===== config.mk =====
export PLATFORM = sky130hd
export DESIGN_NAME = uvsr_ram
export DESIGN_NICKNAME = d
export VERILOG_FILES = /design/src/hdl/uvsr_ram.sv
export SDC_FILE = /design/constraint.sdc
export NUM_CORES = 2
export LEC_CHECK = 0
export ABC_CLOCK_PERIOD_IN_PS = 13840
export BUFFER_PORTS_ARGS = -buffer_cell sky130_fd_sc_hd__buf_4
export CORE_UTILIZATION = 60
export CTS_CLUSTER_DIAMETER = 120
export DETAILED_ROUTE_END_ITERATION = 6
export PLACE_DENSITY = 0.73
export SYNTH_ARGS = -nofsm -noshare
export SYNTH_HDL_FRONTEND = slang
export SYNTH_SLANG_ARGS = --single-unit

===== constraint.sdc =====
create_clock -name clk -period 13.84 [get_ports clk]
set_input_delay 2.076 -clock clk [delete_from_list [all_inputs] [get_ports clk]]
set_output_delay 2.076 -clock clk [all_outputs]
set_load 0.03 [all_outputs]

===== src/hdl/uvsr_ram.sv =====
`timescale 1ns / 1ps
// uvsr_ram: generic single-port-write, single-port-read RAM, registered read.
// No dependencies.
module uvsr_ram #(
  parameter int WIDTH  = 64,
  parameter int DEPTH  = 64,
  parameter int ADDR_W = (DEPTH > 1) ? $clog2(DEPTH) : 1
) (
  input  logic              clk,
  input  logic              we,
  input  logic [ADDR_W-1:0] waddr,
  input  logic [WIDTH-1:0]  wdata,
  input  logic [ADDR_W-1:0] raddr,
  output logic [WIDTH-1:0]  rdata
);

  logic [WIDTH-1:0] mem [DEPTH];

  always_ff @(posedge clk) begin
    if (we) begin
      mem[waddr] <= wdata;
    end
    rdata <= mem[raddr];
  end

endmodule


**After elaboration in Yosys (flattened, before gate mapping)**

Memory sizes are Yosys's and may differ from the RTL's. A register that Yosys moved wholly into a read port is not among the register bits.
Cells that the tools add are included.

- Order comparisons: 0
- $add $sub $neg: 0
- Shifts and indexed selects: 0
- Divide/modulo/power cells: 0
- Eq/ne operators: 0
- Reduce and logical (&&, ||, !) cells: 0
- Bitwise gates (word level): 0
- Mux-type cells: 2
- $mul: 0

Operators with widths:

| cell | number |
|---|---|
| 1-bit two-way mux | 2 |

- Memories kept: 1
- Memory bits (read-only): 0
- Flip-flop bits (word level): 0
- Memory bits (writable): 4,096
- Output and inout port bits: 64
- Latch bits: 0

Memory list:

| name | words | bits a word | read ports | clocked after Yosys merged registers in | wr ports | RTL line | text |
|---|---|---|---|---|---|---|---|
| mem | 64 | 64 | 1 | 1 | 1 | 17 | `logic [WIDTH-1:0] mem [DEPTH];` |

**Depth between registers and ports, before layout**

- Depth after elaboration: 2
- Depth in mapped cells: 9

**Least setup slack after synthesis**

No wires, ideal clock.

- Path type: input -> register
- Start point: input waddr[3]
- End point: memory mem[48][0] (enable)
- Arrival time: 6,948 ps
- Stages on the path: 4
- Slack: 6,328 ps
- Setup time: 564 ps
- Cells stage by stage: clkbuf_1 nor2b_1 nand4b_1 nor3_1

RTL lines:

| element | RTL line | text |
|---|---|---|
| from (decl) | 11 | `input logic [ADDR_W-1:0] waddr,` |
| to (decl) | 17 |  |

No word-level cell before the write port.

==> qor.csv <==
stage,metric,value,unit
route,Iter 0 DRT Violations,11941,
route,number of routed nets with antenna violations,0,
global_route,vias in the first global route,76512,
timing,final number of max-transition violations,0,
synth,syn_nets,6676,
setup_path,CP Class,in2reg,
timing,Slew @ Worst Pin,1.38,ns
final_layout,Final nets,7032,
timing,Setup Skew,0.0302,ns
cts,CTS resizes,0,
floorplanning,IO Count,142,
floorplanning,Die ar.,263000,um2
timing,Final setup viols,0,
setup_path,CP max FO,72,
placed_design,IO Port Bufs,141,
route,# DRC,0,
placed_design,gpl congestion,0.813,
cts,Bufs on Longest Clock Path,4,
synth,"top cells by area, synth","edfxtp_1, mux4_2, mux2i_1",
route,drt via density,7.20,
flow_run,max-cap violations,0,
synth,syn_area_per_cell,23.7,um2
timing,RSZ-0062 raised after global routing,false,
timing,final hold violations,0,
final_layout,number of non-filler instances in the completed layout,10688,
floorplanning,Die Height,512,um
setup_path,cell mode on critical path,buf_4,
setup_path,R2R Path Start,mem[51][23]$_DFFE_PP_,
placed_design,Area after DPL,162000,um2
cts,# Post-CTS Setup Buffers,0,
setup_path,CP startpoint kind,input pin,
setup_path,crit path cell chain,buf_8 -> buf_4 -> buf_4 -> buf_4 -> nand2b_1 -> o221ai_1 -> o22ai_1 -> and3_1,
synth,Synth top area share,0.787,
setup_path,Worst EP required,14.70,ns
timing,crit share post-route,0.433,
synth,Yosys warnings,0,
pwr,Overall Power,0.0259,W
floorplanning,core footprint,259000,um2
floorplanning,Initial Util,0.603,
pwr,leakage power,54.5,nW
global_route,pin count of the biggest net entering global routing,119,
synth,sequential area share after synthesis,0.795,
final_layout,post-route cell area,175000,um2
min_path,Worst Hold Class,reg2reg,
status,status,completed,
cts,CTS hold repair buffers,0,
floorplanning,Die W,512,um
min_path,Hold Startpoint,mem[36][46]$_DFFE_PP_,
route,WL/cell,39.2,um
placed_design,dpl cells,9961,
global_route,first-pass GRT wire length,583,mm
placed_design,post-DP HPWL,211,mm
route,via count,76957,
timing,Slew headroom,0.0817,
timing,Setup TNS,0,ns
timing,Fmax,167,MHz
cts,H-tree levels,5,
setup_path,critical path's slowest cell,nand2b_1,
cts,Worst-Skew Late Latency,0.93,ns
global_route,initial antenna violation count,24,
setup_path,critical path's largest stage delay,0.82,ns
synth,"FF+latch count, synth",4160,
synth,unique cell type count in the Yosys netlist,33,
route,routed wire length,419,mm
synth,Mapped Area,156000,um2
cts,clock slew at reported path FFs,0.07,ns
floorplanning,num rows,187,
synth,Synth area leader,edfxtp_1,
final_layout,Layout area overhead,11.7,%
setup_path,CP Launch Point,raddr[2],
cts,TritonCTS clock tree,yes,
cts,CTS Buf Count,393,
pwr,Max IR drop VDD,150,uV
route,1st-pass router iterations,6,
pwr,Pwr Density,148,nW/um2
timing,fin crit period,5.99,ns
final_layout,share of layout cells above drive strength 1,0.278,
global_route,GRT Util Overall,0.321,
setup_path,crit path DAT,6.85,ns
setup_path,Crit. End Element,flop,
cts,Clock Sinks,4160,
synth,Synth Instances,6598,
cts,root buffer cell,clkbuf_16,
global_route,GRT Residual Overflow,0,
worst paths after layout:
path                                          end  slack [ns]  cells after the start
worst max-delay path            rdata[50]$_DFF_P_        7.85                      8
worst min-delay path            rdata[46]$_DFF_P_        0.86                      4
worst min register to register  rdata[46]$_DFF_P_        0.86                      4
worst max register to register  rdata[23]$_DFF_P_       11.75                      5
logic make-up (layout without fill, tap and decap cells):
logic type / after synthesis / count (layout) / share of synthesized area
flops: 4160 / 4160 / 0.795
other cells: 0 / 11 / 0
compound gates: 504 / 504 / 0.0248
mux: 1159 / 1159 / 0.156
simple gates: 386 / 386 / 0.0124
buf+inv: 389 / 1066 / 0.0118
power breakdown:
group	internal, W	switching (W)
clock	0.00608	0.00457
combinational	0.000446	0.000772
sequential	0.0139	0.0000710
total	0.0205	0.00541
worst max-delay path, delay by kind of cell:
kind | cells | cell delay (ns)
AOI/OAI and AO/OA | 2 | 0.57
buffers and inverters | 4 | 2.84
and+or+nand+nor | 2 | 1.02
cell usage in the layout (no fill, tap or decap), types with 12 or more instances in the layout:
cell type / synthesis / layout
a22oi_1: 168 / 168
clkbuf_1: 140 / 93
buf_4: 34 / 316
or3_1: 29 / 29
mux4_2: 1024 / 1024
edfxtp_1: 4096 / 4096
bufinv_16: 0 / 37
a41oi_1: 26 / 26
a31oi_1: 18 / 18
nand3_1: 45 / 45
or2_2: 28 / 28
clkbuf_8: 0 / 15
nand2_1: 58 / 55
dfxtp_1: 64 / 64
nor2_1: 112 / 47
nor2b_1: 28 / 24
clkinv_1: 0 / 60
and3_1: 64 / 64
clkbuf_16: 0 / 400
inv_6: 0 / 13
a22o_1: 88 / 88
buf_12: 0 / 12
mux2i_1: 135 / 135
o22ai_1: 83 / 83
o221ai_1: 38 / 38
a211oi_1: 63 / 63
clkinv_2: 0 / 81
a2bb2oi_1: 19 / 19
inv_1: 19 / 19
nor2_4: 0 / 65
area by class of cell:
class	count	area (um2)
Antenna cell	11	27.5
Sequential cell	4160	124000
Inverter	19	71.3
Clock inverter	208	2040
Fill cell	15406	84500
Clock buffer	508	10600
Timing Repair Buffer	331	2670
Tap cell	3402	4260
Multi-Input combinational cell	2049	30800
synthesized netlist by cell type, drive strengths merged:
cell type,count
a211oi,63
a22o,88
a22oi,168
a2bb2oi,19
a31o,1
a31oi,18
a41oi,26
and2,3
and3,64
buf,230
clkbuf,140
dfxtp,64
edfxtp,4096
inv,19
mux2i,135
mux4,1024
nand2,58
nand2b,11
nand3,45
nand3b,2
nand4,2
nand4b,1
nor2,112
nor2b,28
nor3,2
o221ai,38
o22ai,83
or2,28
or3,29
or3b,1
registers in the layout, summed over array words and instances (netlist names):
| name | cells |
|---|---|
| rdata | 64 |
| mem | 4096 |
metal layers:
| metal | routed length, um | part of all wire | track usage | vias up |
|---|---|---|---|---|
| met2 | 201000 | 0.48 | 0.506 | 5862 |
| met1 | 147000 | 0.35 | 0.450 | 40897 |
| li1 | - | - | - | 29206 |
| met5 | 81 | 0.00019 | 0 | - |
| met4 | 17400 | 0.041 | 0.119 | 14 |
| met3 | 54100 | 0.13 | 0.0688 | 978 |
stage by stage:
| stage | utilization | worst slack (ns) | hold WS [ns] |
|---|---|---|---|
| after floorplan | - | 6.33 | 0.788 |
| after global placement | 0.625 | 7.19 | 0.838 |
| after detailed placement | 0.625 | 7.18 | 0.851 |
| after CTS | 0.674 | 8.02 | 0.866 |
| after global routing | 0.674 | 7.86 | 0.895 |
| final | 0.674 | 7.85 | 0.863 |
No activity file was read; power rests on OpenSTA's default activity.
